File: src/hdl/dsbu_pkg.sv
// Shared constants for the debug step and breakpoint unit: command codes,
// step modes, stop reasons and default sizes.
// No dependencies; every other file of the unit but dsbu_csr_if refers to this package.
package dsbu_pkg;

   // Default sizes handed to the top level parameters
   localparam int BP_SLOTS_DEF   = 16;
   localparam int LINE_BITS_DEF  = 20;
   localparam int DEPTH_BITS_DEF = 8;
   localparam int FILE_BITS_DEF  = 8;

   // Fixed field widths
   localparam int ACTION_BITS = 3;
   localparam int FRAME_BITS  = 8;
   localparam int SLOT_BITS   = 4;
   localparam int MODE_BITS   = 2;
   localparam int REASON_BITS = 2;

   // Command codes carried in the action field
   localparam logic [ACTION_BITS-1:0] ACT_INSTR    = 3'd0;
   localparam logic [ACTION_BITS-1:0] ACT_CONTINUE = 3'd1;
   localparam logic [ACTION_BITS-1:0] ACT_STEP_OVR = 3'd2;
   localparam logic [ACTION_BITS-1:0] ACT_STEP_IN  = 3'd3;
   localparam logic [ACTION_BITS-1:0] ACT_STEP_OUT = 3'd4;
   localparam logic [ACTION_BITS-1:0] ACT_PAUSE    = 3'd5;
   localparam logic [ACTION_BITS-1:0] ACT_BP_WRITE = 3'd6;

   // Step modes
   localparam logic [MODE_BITS-1:0] MODE_NONE = 2'd0;
   localparam logic [MODE_BITS-1:0] MODE_OVER = 2'd1;
   localparam logic [MODE_BITS-1:0] MODE_INTO = 2'd2;
   localparam logic [MODE_BITS-1:0] MODE_OUT  = 2'd3;

   // Stop reasons
   localparam logic [REASON_BITS-1:0] REASON_STEP  = 2'd0;
   localparam logic [REASON_BITS-1:0] REASON_PAUSE = 2'd1;
   localparam logic [REASON_BITS-1:0] REASON_BP    = 2'd2;

endpackage

File: src/hdl/dsbu_req_if.sv
// Request channel of the debug stop unit: instruction events and host commands.
// Depends on dsbu_pkg for the fixed field widths.
interface dsbu_req_if #(
   parameter int FILE_BITS  = dsbu_pkg::FILE_BITS_DEF,
   parameter int LINE_BITS  = dsbu_pkg::LINE_BITS_DEF,
   parameter int DEPTH_BITS = dsbu_pkg::DEPTH_BITS_DEF
);
   logic                             valid;
   logic                             ready;
   logic [dsbu_pkg::ACTION_BITS-1:0] action;
   logic [FILE_BITS-1:0]             file_id;
   logic [LINE_BITS-1:0]             line;
   logic [DEPTH_BITS-1:0]            call_depth;
   logic [dsbu_pkg::FRAME_BITS-1:0]  frame_num;
   logic                             has_line_info;
   logic [dsbu_pkg::SLOT_BITS-1:0]   slot;
   logic                             slot_enable;

   modport source (
      output valid, action, file_id, line, call_depth, frame_num,
             has_line_info, slot, slot_enable,
      input  ready
   );
   modport sink (
      input  valid, action, file_id, line, call_depth, frame_num,
             has_line_info, slot, slot_enable,
      output ready
   );
endinterface

File: src/hdl/dsbu_rsp_if.sv
// Response channel of the debug stop unit: one result per request.
// Depends on dsbu_pkg for the fixed field widths.
interface dsbu_rsp_if #(
   parameter int FILE_BITS = dsbu_pkg::FILE_BITS_DEF,
   parameter int LINE_BITS = dsbu_pkg::LINE_BITS_DEF
);
   logic                             valid;
   logic                             ready;
   logic                             stopped;
   logic [dsbu_pkg::REASON_BITS-1:0] stop_reason;
   logic [dsbu_pkg::FRAME_BITS-1:0]  stop_frame;
   logic [FILE_BITS-1:0]             stop_file;
   logic [LINE_BITS-1:0]             stop_line;
   logic                             paused;
   logic                             rejected;

   modport source (
      output valid, stopped, stop_reason, stop_frame, stop_file, stop_line,
             paused, rejected,
      input  ready
   );
   modport sink (
      input  valid, stopped, stop_reason, stop_frame, stop_file, stop_line,
             paused, rejected,
      output ready
   );
endinterface

File: src/hdl/dsbu_csr_if.sv
// Configuration write channel of the debug stop unit (hook enable register).
// No dependencies.
interface dsbu_csr_if;
   logic valid;
   logic ready;
   logic hook_enabled;

   modport source (output valid, hook_enabled, input ready);
   modport sink (input valid, hook_enabled, output ready);
endinterface

File: src/hdl/dsbu_bp_table.sv
// Breakpoint table: one register slot per breakpoint with a parallel comparator.
// Depends on dsbu_pkg for its parameter defaults; instantiated by the top level.
module dsbu_bp_table #(
   parameter int BP_SLOTS  = dsbu_pkg::BP_SLOTS_DEF,
   parameter int FILE_BITS = dsbu_pkg::FILE_BITS_DEF,
   parameter int LINE_BITS = dsbu_pkg::LINE_BITS_DEF,
   parameter int SLOT_BITS = dsbu_pkg::SLOT_BITS
) (
   input  logic                 clock,
   input  logic                 reset,
   input  logic                 wr_en,
   input  logic [SLOT_BITS-1:0] wr_slot,
   input  logic                 wr_arm,
   input  logic [FILE_BITS-1:0] wr_file,
   input  logic [LINE_BITS-1:0] wr_line,
   input  logic [FILE_BITS-1:0] look_file,
   input  logic [LINE_BITS-1:0] look_line,
   output logic                 hit
);

   logic [BP_SLOTS-1:0]  armed_ff;
   logic [FILE_BITS-1:0] file_ff [BP_SLOTS];
   logic [LINE_BITS-1:0] line_ff [BP_SLOTS];
   logic [BP_SLOTS-1:0]  match;
   logic [BP_SLOTS-1:0]  sel;

   for (genvar k = 0; k < BP_SLOTS; k++) begin : g_slot
      // Write the slot whose number matches; slot numbers past the table match none
      assign sel[k] = wr_en && (32'(wr_slot) == 32'(k));

      always_ff @(posedge clock) begin
         if (reset) begin
            armed_ff[k] <= 1'b0;
         end else if (sel[k]) begin
            armed_ff[k] <= wr_arm;
         end
      end

      always_ff @(posedge clock) begin
         if (sel[k]) begin
            file_ff[k] <= wr_file;
            line_ff[k] <= wr_line;
         end
      end

      // Compare this slot against the looked-up position
      assign match[k] = armed_ff[k] && (file_ff[k] == look_file)
                        && (line_ff[k] == look_line);
   end

   assign hit = |match;

endmodule

File: src/hdl/debug_step_breakpoint_unit.sv
// Top level of the debug step and breakpoint unit.
// Depends on dsbu_pkg, the three channel interfaces and dsbu_bp_table.
//
// Takes one transaction per cycle while responses are taken: an instruction
// event or a host command (continue, step over/into/out, pause request,
// breakpoint slot write). Each request passes through an input register, is
// decided combinationally against the step state and all breakpoint slots at
// once, and leaves through an output register, so every request gives exactly
// one response and a new request can be accepted every cycle while responses are
// taken. A response that is not taken stalls the input register, and then the
// request channel. An instruction event is weighed in priority order: pending
// pause, active step rule, then breakpoint match. Instruction events that
// arrive while paused are rejected; those with the hook disabled, no line
// information or a frame index not below the call depth are passed over
// without effect. The hook enable register takes writes in any cycle.
module debug_step_breakpoint_unit #(
   parameter int BP_SLOTS   = dsbu_pkg::BP_SLOTS_DEF,
   parameter int LINE_BITS  = dsbu_pkg::LINE_BITS_DEF,
   parameter int DEPTH_BITS = dsbu_pkg::DEPTH_BITS_DEF,
   parameter int FILE_BITS  = dsbu_pkg::FILE_BITS_DEF
) (
   input  logic      clock,
   input  logic      reset,
   dsbu_req_if.sink  req_ch,
   dsbu_rsp_if.source rsp_ch,
   dsbu_csr_if.sink  csr_ch
);

   localparam int SLOT_BITS = dsbu_pkg::SLOT_BITS;
   localparam int CMP_BITS  = (DEPTH_BITS > dsbu_pkg::FRAME_BITS) ?
                              DEPTH_BITS : dsbu_pkg::FRAME_BITS;

   // Configuration register
   logic hook_ff;

   // Step and pause state
   logic [dsbu_pkg::MODE_BITS-1:0] step_mode_ff, step_mode_in;
   logic [DEPTH_BITS-1:0]          step_depth_ff, step_depth_in;
   logic [LINE_BITS-1:0]           step_line_ff, step_line_in;
   logic [DEPTH_BITS-1:0]          stop_depth_ff, stop_depth_in;
   logic [LINE_BITS-1:0]           stop_line_ff, stop_line_in;
   logic                           paused_ff, paused_in;
   logic                           pending_ff, pending_in;

   // Input register
   logic                             s1_valid_ff;
   logic [dsbu_pkg::ACTION_BITS-1:0] s1_action_ff;
   logic [FILE_BITS-1:0]             s1_file_ff;
   logic [LINE_BITS-1:0]             s1_line_ff;
   logic [DEPTH_BITS-1:0]            s1_depth_ff;
   logic [dsbu_pkg::FRAME_BITS-1:0]  s1_frame_ff;
   logic                             s1_has_line_ff;
   logic [SLOT_BITS-1:0]             s1_slot_ff;
   logic                             s1_slot_en_ff;

   // Output register
   logic                             rsp_valid_ff;
   logic                             rsp_stopped_ff, rsp_stopped_in;
   logic [dsbu_pkg::REASON_BITS-1:0] rsp_reason_ff, rsp_reason_in;
   logic [dsbu_pkg::FRAME_BITS-1:0]  rsp_frame_ff;
   logic [FILE_BITS-1:0]             rsp_file_ff;
   logic [LINE_BITS-1:0]             rsp_line_ff;
   logic                             rsp_paused_ff;
   logic                             rsp_rejected_ff, rsp_rejected_in;

   logic advance;
   logic bp_hit;
   logic bp_wr;
   logic eligible;
   logic step_hit;

   // Configuration port always ready
   assign csr_ch.ready = 1'b1;

   always_ff @(posedge clock) begin
      if (reset) begin
         hook_ff <= 1'b0;
      end else if (csr_ch.valid) begin
         hook_ff <= csr_ch.hook_enabled;
      end
   end

   // Advance the input register into the output register when it is free
   assign advance      = s1_valid_ff && (!rsp_valid_ff || rsp_ch.ready);
   assign req_ch.ready = !s1_valid_ff || advance;

   always_ff @(posedge clock) begin
      if (reset) begin
         s1_valid_ff <= 1'b0;
      end else if (req_ch.ready) begin
         s1_valid_ff <= req_ch.valid;
      end
   end

   always_ff @(posedge clock) begin
      if (req_ch.ready && req_ch.valid) begin
         s1_action_ff   <= req_ch.action;
         s1_file_ff     <= req_ch.file_id;
         s1_line_ff     <= req_ch.line;
         s1_depth_ff    <= req_ch.call_depth;
         s1_frame_ff    <= req_ch.frame_num;
         s1_has_line_ff <= req_ch.has_line_info;
         s1_slot_ff     <= req_ch.slot;
         s1_slot_en_ff  <= req_ch.slot_enable;
      end
   end

   // Breakpoint slots
   assign bp_wr = advance && (s1_action_ff == dsbu_pkg::ACT_BP_WRITE);

   dsbu_bp_table #(
      .BP_SLOTS  (BP_SLOTS),
      .FILE_BITS (FILE_BITS),
      .LINE_BITS (LINE_BITS),
      .SLOT_BITS (SLOT_BITS)
   ) u_bp_table (
      .clock     (clock),
      .reset     (reset),
      .wr_en     (bp_wr),
      .wr_slot   (s1_slot_ff),
      .wr_arm    (s1_slot_en_ff),
      .wr_file   (s1_file_ff),
      .wr_line   (s1_line_ff),
      .look_file (s1_file_ff),
      .look_line (s1_line_ff),
      .hit       (bp_hit)
   );

   // Instruction qualifies for stop evaluation
   assign eligible = hook_ff && s1_has_line_ff &&
                     (CMP_BITS'(s1_frame_ff) < CMP_BITS'(s1_depth_ff));

   // Apply the active step rule
   always_comb begin
      unique case (step_mode_ff)
         dsbu_pkg::MODE_OVER: step_hit = (s1_depth_ff < step_depth_ff) ||
                                         ((s1_depth_ff == step_depth_ff) &&
                                          (s1_line_ff != step_line_ff));
         dsbu_pkg::MODE_INTO: step_hit = (s1_depth_ff != step_depth_ff) ||
                                         (s1_line_ff != step_line_ff);
         dsbu_pkg::MODE_OUT:  step_hit = (s1_depth_ff < step_depth_ff);
         default:             step_hit = 1'b0;
      endcase
   end

   // Decide the transaction and the next state
   always_comb begin
      step_mode_in    = step_mode_ff;
      step_depth_in   = step_depth_ff;
      step_line_in    = step_line_ff;
      stop_depth_in   = stop_depth_ff;
      stop_line_in    = stop_line_ff;
      paused_in       = paused_ff;
      pending_in      = pending_ff;
      rsp_stopped_in  = 1'b0;
      rsp_reason_in   = dsbu_pkg::REASON_STEP;
      rsp_rejected_in = 1'b0;

      unique case (s1_action_ff)
         dsbu_pkg::ACT_INSTR: begin
            if (paused_ff) begin
               rsp_rejected_in = 1'b1;
            end else if (eligible) begin
               priority if (pending_ff) begin
                  pending_in     = 1'b0;
                  rsp_stopped_in = 1'b1;
                  rsp_reason_in  = dsbu_pkg::REASON_PAUSE;
               end else if (step_hit) begin
                  rsp_stopped_in = 1'b1;
                  rsp_reason_in  = dsbu_pkg::REASON_STEP;
               end else if (bp_hit) begin
                  rsp_stopped_in = 1'b1;
                  rsp_reason_in  = dsbu_pkg::REASON_BP;
               end else begin
                  rsp_stopped_in = 1'b0;
               end
               if (rsp_stopped_in) begin
                  step_mode_in  = dsbu_pkg::MODE_NONE;
                  stop_line_in  = s1_line_ff;
                  stop_depth_in = s1_depth_ff;
                  paused_in     = 1'b1;
               end
            end
         end
         dsbu_pkg::ACT_CONTINUE: begin
            step_mode_in = dsbu_pkg::MODE_NONE;
            paused_in    = 1'b0;
         end
         dsbu_pkg::ACT_STEP_OVR, dsbu_pkg::ACT_STEP_IN, dsbu_pkg::ACT_STEP_OUT: begin
            unique case (s1_action_ff)
               dsbu_pkg::ACT_STEP_OVR: step_mode_in = dsbu_pkg::MODE_OVER;
               dsbu_pkg::ACT_STEP_IN:  step_mode_in = dsbu_pkg::MODE_INTO;
               default:                step_mode_in = dsbu_pkg::MODE_OUT;
            endcase
            step_depth_in = stop_depth_ff;
            step_line_in  = stop_line_ff;
            paused_in     = 1'b0;
         end
         dsbu_pkg::ACT_PAUSE: begin
            pending_in = 1'b1;
         end
         default: begin
            // breakpoint writes go to the table; unused codes do nothing
         end
      endcase
   end

   // Commit state as the transaction leaves the input register
   always_ff @(posedge clock) begin
      if (reset) begin
         step_mode_ff  <= dsbu_pkg::MODE_NONE;
         step_depth_ff <= '0;
         step_line_ff  <= '0;
         stop_depth_ff <= '0;
         stop_line_ff  <= '0;
         paused_ff     <= 1'b0;
         pending_ff    <= 1'b0;
      end else if (advance) begin
         step_mode_ff  <= step_mode_in;
         step_depth_ff <= step_depth_in;
         step_line_ff  <= step_line_in;
         stop_depth_ff <= stop_depth_in;
         stop_line_ff  <= stop_line_in;
         paused_ff     <= paused_in;
         pending_ff    <= pending_in;
      end
   end

   // Output register: load on advance, drop when taken
   always_ff @(posedge clock) begin
      if (reset) begin
         rsp_valid_ff <= 1'b0;
      end else if (advance) begin
         rsp_valid_ff <= 1'b1;
      end else if (rsp_ch.ready) begin
         rsp_valid_ff <= 1'b0;
      end
   end

   always_ff @(posedge clock) begin
      if (advance) begin
         rsp_stopped_ff  <= rsp_stopped_in;
         rsp_reason_ff   <= rsp_stopped_in ? rsp_reason_in : dsbu_pkg::REASON_STEP;
         rsp_frame_ff    <= rsp_stopped_in ? s1_frame_ff : '0;
         rsp_file_ff     <= rsp_stopped_in ? s1_file_ff : '0;
         rsp_line_ff     <= rsp_stopped_in ? s1_line_ff : '0;
         rsp_paused_ff   <= paused_in;
         rsp_rejected_ff <= rsp_rejected_in;
      end
   end

   assign rsp_ch.valid       = rsp_valid_ff;
   assign rsp_ch.stopped     = rsp_stopped_ff;
   assign rsp_ch.stop_reason = rsp_reason_ff;
   assign rsp_ch.stop_frame  = rsp_frame_ff;
   assign rsp_ch.stop_file   = rsp_file_ff;
   assign rsp_ch.stop_line   = rsp_line_ff;
   assign rsp_ch.paused      = rsp_paused_ff;
   assign rsp_ch.rejected    = rsp_rejected_ff;

endmodule

File: src/flat_wrapper.sv
// flat-port wrapper written by rule: the top's interface ports become plain ports
module debug_step_breakpoint_unit_flat 
#(
   parameter int BP_SLOTS   = dsbu_pkg::BP_SLOTS_DEF,
   parameter int LINE_BITS  = dsbu_pkg::LINE_BITS_DEF,
   parameter int DEPTH_BITS = dsbu_pkg::DEPTH_BITS_DEF,
   parameter int FILE_BITS  = dsbu_pkg::FILE_BITS_DEF
)
  (clock, reset, req_ch_valid, req_ch_action, req_ch_file_id, req_ch_line, req_ch_call_depth, req_ch_frame_num, req_ch_has_line_info, req_ch_slot, req_ch_slot_enable, req_ch_ready, rsp_ch_valid, rsp_ch_stopped, rsp_ch_stop_reason, rsp_ch_stop_frame, rsp_ch_stop_file, rsp_ch_stop_line, rsp_ch_paused, rsp_ch_rejected, rsp_ch_ready, csr_ch_valid, csr_ch_hook_enabled, csr_ch_ready);
  dsbu_req_if #(.FILE_BITS(FILE_BITS), .LINE_BITS(LINE_BITS), .DEPTH_BITS(DEPTH_BITS)) req_ch_i ();
  dsbu_rsp_if #(.FILE_BITS(FILE_BITS), .LINE_BITS(LINE_BITS)) rsp_ch_i ();
  dsbu_csr_if csr_ch_i ();
  input  logic clock;
  input  logic reset;
  input wire logic [$bits(req_ch_i.valid)-1:0] req_ch_valid;
  input wire logic [$bits(req_ch_i.action)-1:0] req_ch_action;
  input wire logic [$bits(req_ch_i.file_id)-1:0] req_ch_file_id;
  input wire logic [$bits(req_ch_i.line)-1:0] req_ch_line;
  input wire logic [$bits(req_ch_i.call_depth)-1:0] req_ch_call_depth;
  input wire logic [$bits(req_ch_i.frame_num)-1:0] req_ch_frame_num;
  input wire logic [$bits(req_ch_i.has_line_info)-1:0] req_ch_has_line_info;
  input wire logic [$bits(req_ch_i.slot)-1:0] req_ch_slot;
  input wire logic [$bits(req_ch_i.slot_enable)-1:0] req_ch_slot_enable;
  output wire logic [$bits(req_ch_i.ready)-1:0] req_ch_ready;
  output wire logic [$bits(rsp_ch_i.valid)-1:0] rsp_ch_valid;
  output wire logic [$bits(rsp_ch_i.stopped)-1:0] rsp_ch_stopped;
  output wire logic [$bits(rsp_ch_i.stop_reason)-1:0] rsp_ch_stop_reason;
  output wire logic [$bits(rsp_ch_i.stop_frame)-1:0] rsp_ch_stop_frame;
  output wire logic [$bits(rsp_ch_i.stop_file)-1:0] rsp_ch_stop_file;
  output wire logic [$bits(rsp_ch_i.stop_line)-1:0] rsp_ch_stop_line;
  output wire logic [$bits(rsp_ch_i.paused)-1:0] rsp_ch_paused;
  output wire logic [$bits(rsp_ch_i.rejected)-1:0] rsp_ch_rejected;
  input wire logic [$bits(rsp_ch_i.ready)-1:0] rsp_ch_ready;
  input wire logic [$bits(csr_ch_i.valid)-1:0] csr_ch_valid;
  input wire logic [$bits(csr_ch_i.hook_enabled)-1:0] csr_ch_hook_enabled;
  output wire logic [$bits(csr_ch_i.ready)-1:0] csr_ch_ready;
  assign req_ch_i.valid = req_ch_valid;
  assign req_ch_i.action = req_ch_action;
  assign req_ch_i.file_id = req_ch_file_id;
  assign req_ch_i.line = req_ch_line;
  assign req_ch_i.call_depth = req_ch_call_depth;
  assign req_ch_i.frame_num = req_ch_frame_num;
  assign req_ch_i.has_line_info = req_ch_has_line_info;
  assign req_ch_i.slot = req_ch_slot;
  assign req_ch_i.slot_enable = req_ch_slot_enable;
  assign req_ch_ready = req_ch_i.ready;
  assign rsp_ch_valid = rsp_ch_i.valid;
  assign rsp_ch_stopped = rsp_ch_i.stopped;
  assign rsp_ch_stop_reason = rsp_ch_i.stop_reason;
  assign rsp_ch_stop_frame = rsp_ch_i.stop_frame;
  assign rsp_ch_stop_file = rsp_ch_i.stop_file;
  assign rsp_ch_stop_line = rsp_ch_i.stop_line;
  assign rsp_ch_paused = rsp_ch_i.paused;
  assign rsp_ch_rejected = rsp_ch_i.rejected;
  assign rsp_ch_i.ready = rsp_ch_ready;
  assign csr_ch_i.valid = csr_ch_valid;
  assign csr_ch_i.hook_enabled = csr_ch_hook_enabled;
  assign csr_ch_ready = csr_ch_i.ready;
  debug_step_breakpoint_unit #(.BP_SLOTS(BP_SLOTS), .LINE_BITS(LINE_BITS), .DEPTH_BITS(DEPTH_BITS), .FILE_BITS(FILE_BITS)) u_core (.clock(clock), .reset(reset), .req_ch(req_ch_i), .rsp_ch(rsp_ch_i), .csr_ch(csr_ch_i));
endmodule
File: config.mk
export PLATFORM = sky130hd
export DESIGN_NAME = debug_step_breakpoint_unit_flat
export DESIGN_NICKNAME = d
export VERILOG_FILES = /design/src/hdl/dsbu_pkg.sv /design/src/hdl/dsbu_req_if.sv /design/src/hdl/dsbu_rsp_if.sv /design/src/hdl/dsbu_csr_if.sv /design/src/hdl/dsbu_bp_table.sv /design/src/hdl/debug_step_breakpoint_unit.sv /design/src/flat_wrapper.sv
export SDC_FILE = /design/constraint.sdc
export NUM_CORES = 1
export LEC_CHECK = 0
export BUFFER_PORTS_ARGS = -buffer_cell sky130_fd_sc_hd__buf_4
export CAP_MARGIN = 20
export CORE_ASPECT_RATIO = 0.75
export CORE_MARGIN = 2
export CORE_UTILIZATION = 56
export CTS_CLUSTER_DIAMETER = 30
export DETAILED_ROUTE_END_ITERATION = 8
export GPL_TIMING_DRIVEN = 0
export PLACE_DENSITY = 0.82
export RECOVER_POWER = 100
export REMOVE_ABC_BUFFERS = 1
export SLEW_MARGIN = 20
export SYNTH_ARGS = -nofsm -noshare
export SYNTH_HDL_FRONTEND = slang
export SYNTH_SLANG_ARGS = --single-unit
File: constraint.sdc
create_clock -name clock -period 4.5 [get_ports clock]
set_input_delay 0.225 -clock clock [delete_from_list [all_inputs] [get_ports clock]]
set_output_delay 0.225 -clock clock [all_outputs]
set_load 0.02 [all_outputs]
==> summary.txt <==
STA
  • RSZ-0062 raised after global routing: false
  • Clock skew: roughly 21 ps
  • Period utilisation layout: 95.59%
  • Max Slew Vio Count: 84
  • Slew @ Worst Pin: 3535 ps
  • Final hold vios: 0
  • Max-slew headroom: -135.6%
  • Final-report setup violation count: 0
  • FMAX: about 0.23 GHz
  • Period minus WS final: 4302 ps

Hold path
  • Hold Crit Depth: 2
  • Hold crit path type: in -> reg

Drt
  • Total number of vias: 17350
  • 1st-pass router iterations: 7
  • Avg Vias per Cell: 6.080
  • Drt total wl: 68580 um
  • Routed len/inst: 24.03 um
  • Iter 0 DRT Violations: 2345
  • Post-route DRC violation count: 0
  • ANT nets after route: 0

Placed design
  • Placer Congestion: 0.8545
  • DP HPWL: 43690 um
  • Port Buf Inserts: 101
  • DP Area: 29170 sq um

Run
  • Max cap viols: 3

Layout
  • Design area: 32080 sq um
  • ANT cells: 0
  • Most frequent cells in the layout: edfxtp_1 (542), xnor2_1 (397), nand4_1 (173)
  • Area Overhead vs Synth: 19.00%
  • Most common cell after layout, fill and taps aside: edfxtp_1
  • Layout cells sized above 1: 13.27%
  • Fin nets: 2220

Synthesis
  • Cells after Synth: between 1500 and 2000
  • Post-synthesis mux area share: 1.225%
  • Synthesized flop and latch total: 621
  • Average size of a mapped cell: around 14 sq um
  • Post-synthesis xor/xnor area fraction: 15.42%
  • Synth warn: 0
  • Post-synthesis cell type count: between 50 and 60
  • FFs w/ async S/R, synth: 0%
  • Netlist Area Pre-Place: 26960 sq um
  • Largest family of logic cells by synthesized area: XOR/XNOR gates
  • Post-synthesis adder-cell area fraction: 0.6962%
  • Compound-Gate Fraction of Synth Area: 1.866%
  • Simple-Gate Fraction of Synth Area: 11.42%
  • Predominant post-synthesis flop cell: edfxtp_1
  • Number of synthesized flops with an enable pin: approximately 540
  • Sequential cell area fraction in the yosys report: 66.24%

Critical path
  • Crit Path Category: reg -> reg
  • Critical path, cell by cell: buf_8 > clkbuf_1 > xnor2_1 > nand4_1 > nor2_1 > nand3_1 > nand4_1 > nor4_2 > nand2_1 > and4_2 > and3_1
  • Startpoint types: register
  • Crit-path slowest cell: clkbuf_1
  • Max stage delay on crit path: 820 ps
  • Worst EP required: 4860 ps
  • R2R cell count: 11
  • Cell mode on critical path: nand4_1
  • Flop-to-flop setup slack: 200 ps
  • CP Max Fanout: 39
  • Setup crit end kind: register
  • Crit path arrival time: about 4700 ps

Die
  • Row count: between 60 and 70
  • Die area: 49930 sq um
  • Die width: 257.4 um
  • Die height: 194.0 um
  • Core area: about 47000 sq um
  • Initial Util: 56.77%
  • Ports: a little over 100

Global routing
  • GRT met1 Usage: 37.22%
  • Tot GR Track Use: between 20% and 30%
  • Largest net degree at the start of global routing: just over 80
  • Initial antenna violation count: 1
  • GRT met2 Usage: 42.52%
  • First-pass GRT wire length: 103400 um
  • Met3 Use GR: 7.242%
  • Gr ovfl total: 0
  • Vias in the first global route: 17650
  • GRT Max-Usage Layer: met2

Clock tree
  • CTS tree: built
  • Clock Path Buffers: 3
  • Latest clock arrival within the worst-skew pair: 610 ps
  • CTS Sinks: 621
  • Setup bufs post-CTS: 0
  • Total CTS buffers: just over 80
  • Root Buffer: clkbuf_16
  • Clock transition at path regs: 60 ps
  • H-Tree Depth: 3

Run status
  • Status: finished with violations
  • Failing checks: max-capacitance violations, max-slew violations

Pwr
  • VDD IR max: 0.0004551 V
  • Pwr/cell area: 431.5 nW/um^2
  • P_leak: 10.06 nW
  • Total power: 13.84 mW
==> kinds of logic (layout without fill, tap and decap cells) <==
group,after synthesis,after routing
buf+inv,106,415
mux,33,33
simple gates,574,574
fa+ha+maj,15,15
compound gates,89,89
other cells,1,1
xor+xnor,467,467
flops,621,621
==> per-layer routing <==
layer	share of wire [%]	wire, um
met5	0.019	13
met4	3.2	2212
met3	11	7850
met2	46	31460
met1	39	27040
==> registers in the layout, indices dropped and copies added (netlist names), 8 cells and up <==
name                        count
u_core.s1_line_ff              20
u_core.u_bp_table.armed_ff     16
u_core.rsp_ch.stop_file         8
u_core.rsp_ch.stop_line        20
u_core.u_bp_table.file_ff     128
u_core.step_line_ff            20
u_core.stop_depth_ff            8
u_core.s1_frame_ff              8
u_core.s1_file_ff               8
u_core.stop_line_ff            20
u_core.step_depth_ff            8
u_core.rsp_ch.stop_frame        8
u_core.s1_depth_ff              8
u_core.u_bp_table.line_ff     320
==> cell usage after synthesis (all sizes together), types with 22 or more instances <==
master,n,area [sq um]
mux2i,33,330.3
nor4,49,325.3
nor2,78,292.8
buf,63,678.1
nand3,34,170.2
nand4,173,1082
and2,38,237.7
xor2,61,534.3
a21oi,49,245.2
nand2,129,484.2
xnor2,406,3623
edfxtp,542,16280
dfxtp,79,1582
inv,22,82.58
==> critical path, delay by kind of cell (launching register included) <==
family / cells / cell delay, ps
flops: 1 / 440
simple gates: 8 / 2270
buf+inv: 2 / 1030
xor+xnor: 1 / 270
==> area by class of cell <==
type,instances,area (sq um)
well taps,639,799.5
clock buffers,96,2156
fillers,2947,15400
clock inverters,57,644.4
inverters,23,87.58
repair buffers,239,2226
multi-input cells,1179,8310
flip-flops and latches,621,17860
==> stage by stage <==
step           setup WS, ps  TNS (ps)  std cells  hold WS, ps  util, %
5_1_grt               89.89         0       2854        265.1    67.56
4_1_cts               273.7         0       2854        212.2    68.53
3_3_place_gp          -2092   -285670       2563        402.7    58.47
2_1_floorplan        -38.18    -273.3       1823        294.1        -
3_5_place_dp          320.1         0       2644        404.3    61.43
6_report              198.4         0       2854        251.0    67.56
==> repair_timing <==
item                                    CTS  global route
gates resized for setup                   0             1
hold endpoints to repair                 56             0
hold buffers                             57             0
endpoints found under the setup margin    0            39
==> report_power, final <==
part	internal, mW	total, mW	switching [mW]	leakage (nW)
Clock	4.01	6.60	2.59	1.34
Sequential	6.32	6.42	0.103	5.56
Combinational	0.333	0.825	0.492	3.16
Total	10.7	13.8	3.18	10.1
==> path summary, 6_finish.rpt <==
path                                                                   end                                start
worst max register to register  u_core.rsp_ch.stop_reason[1]$_SDFFCE_PP0P_       u_core.s1_line_ff[2]$_DFFE_PP_
worst min register to register         u_core.step_line_ff[7]$_SDFFE_PP0P_  u_core.stop_line_ff[7]$_SDFFE_PP0P_
worst max-delay path            u_core.rsp_ch.stop_reason[1]$_SDFFCE_PP0P_       u_core.s1_line_ff[2]$_DFFE_PP_
worst min-delay path                   u_core.stop_line_ff[3]$_SDFFE_PP0P_                                reset
(Power assumes the default switching activity.)
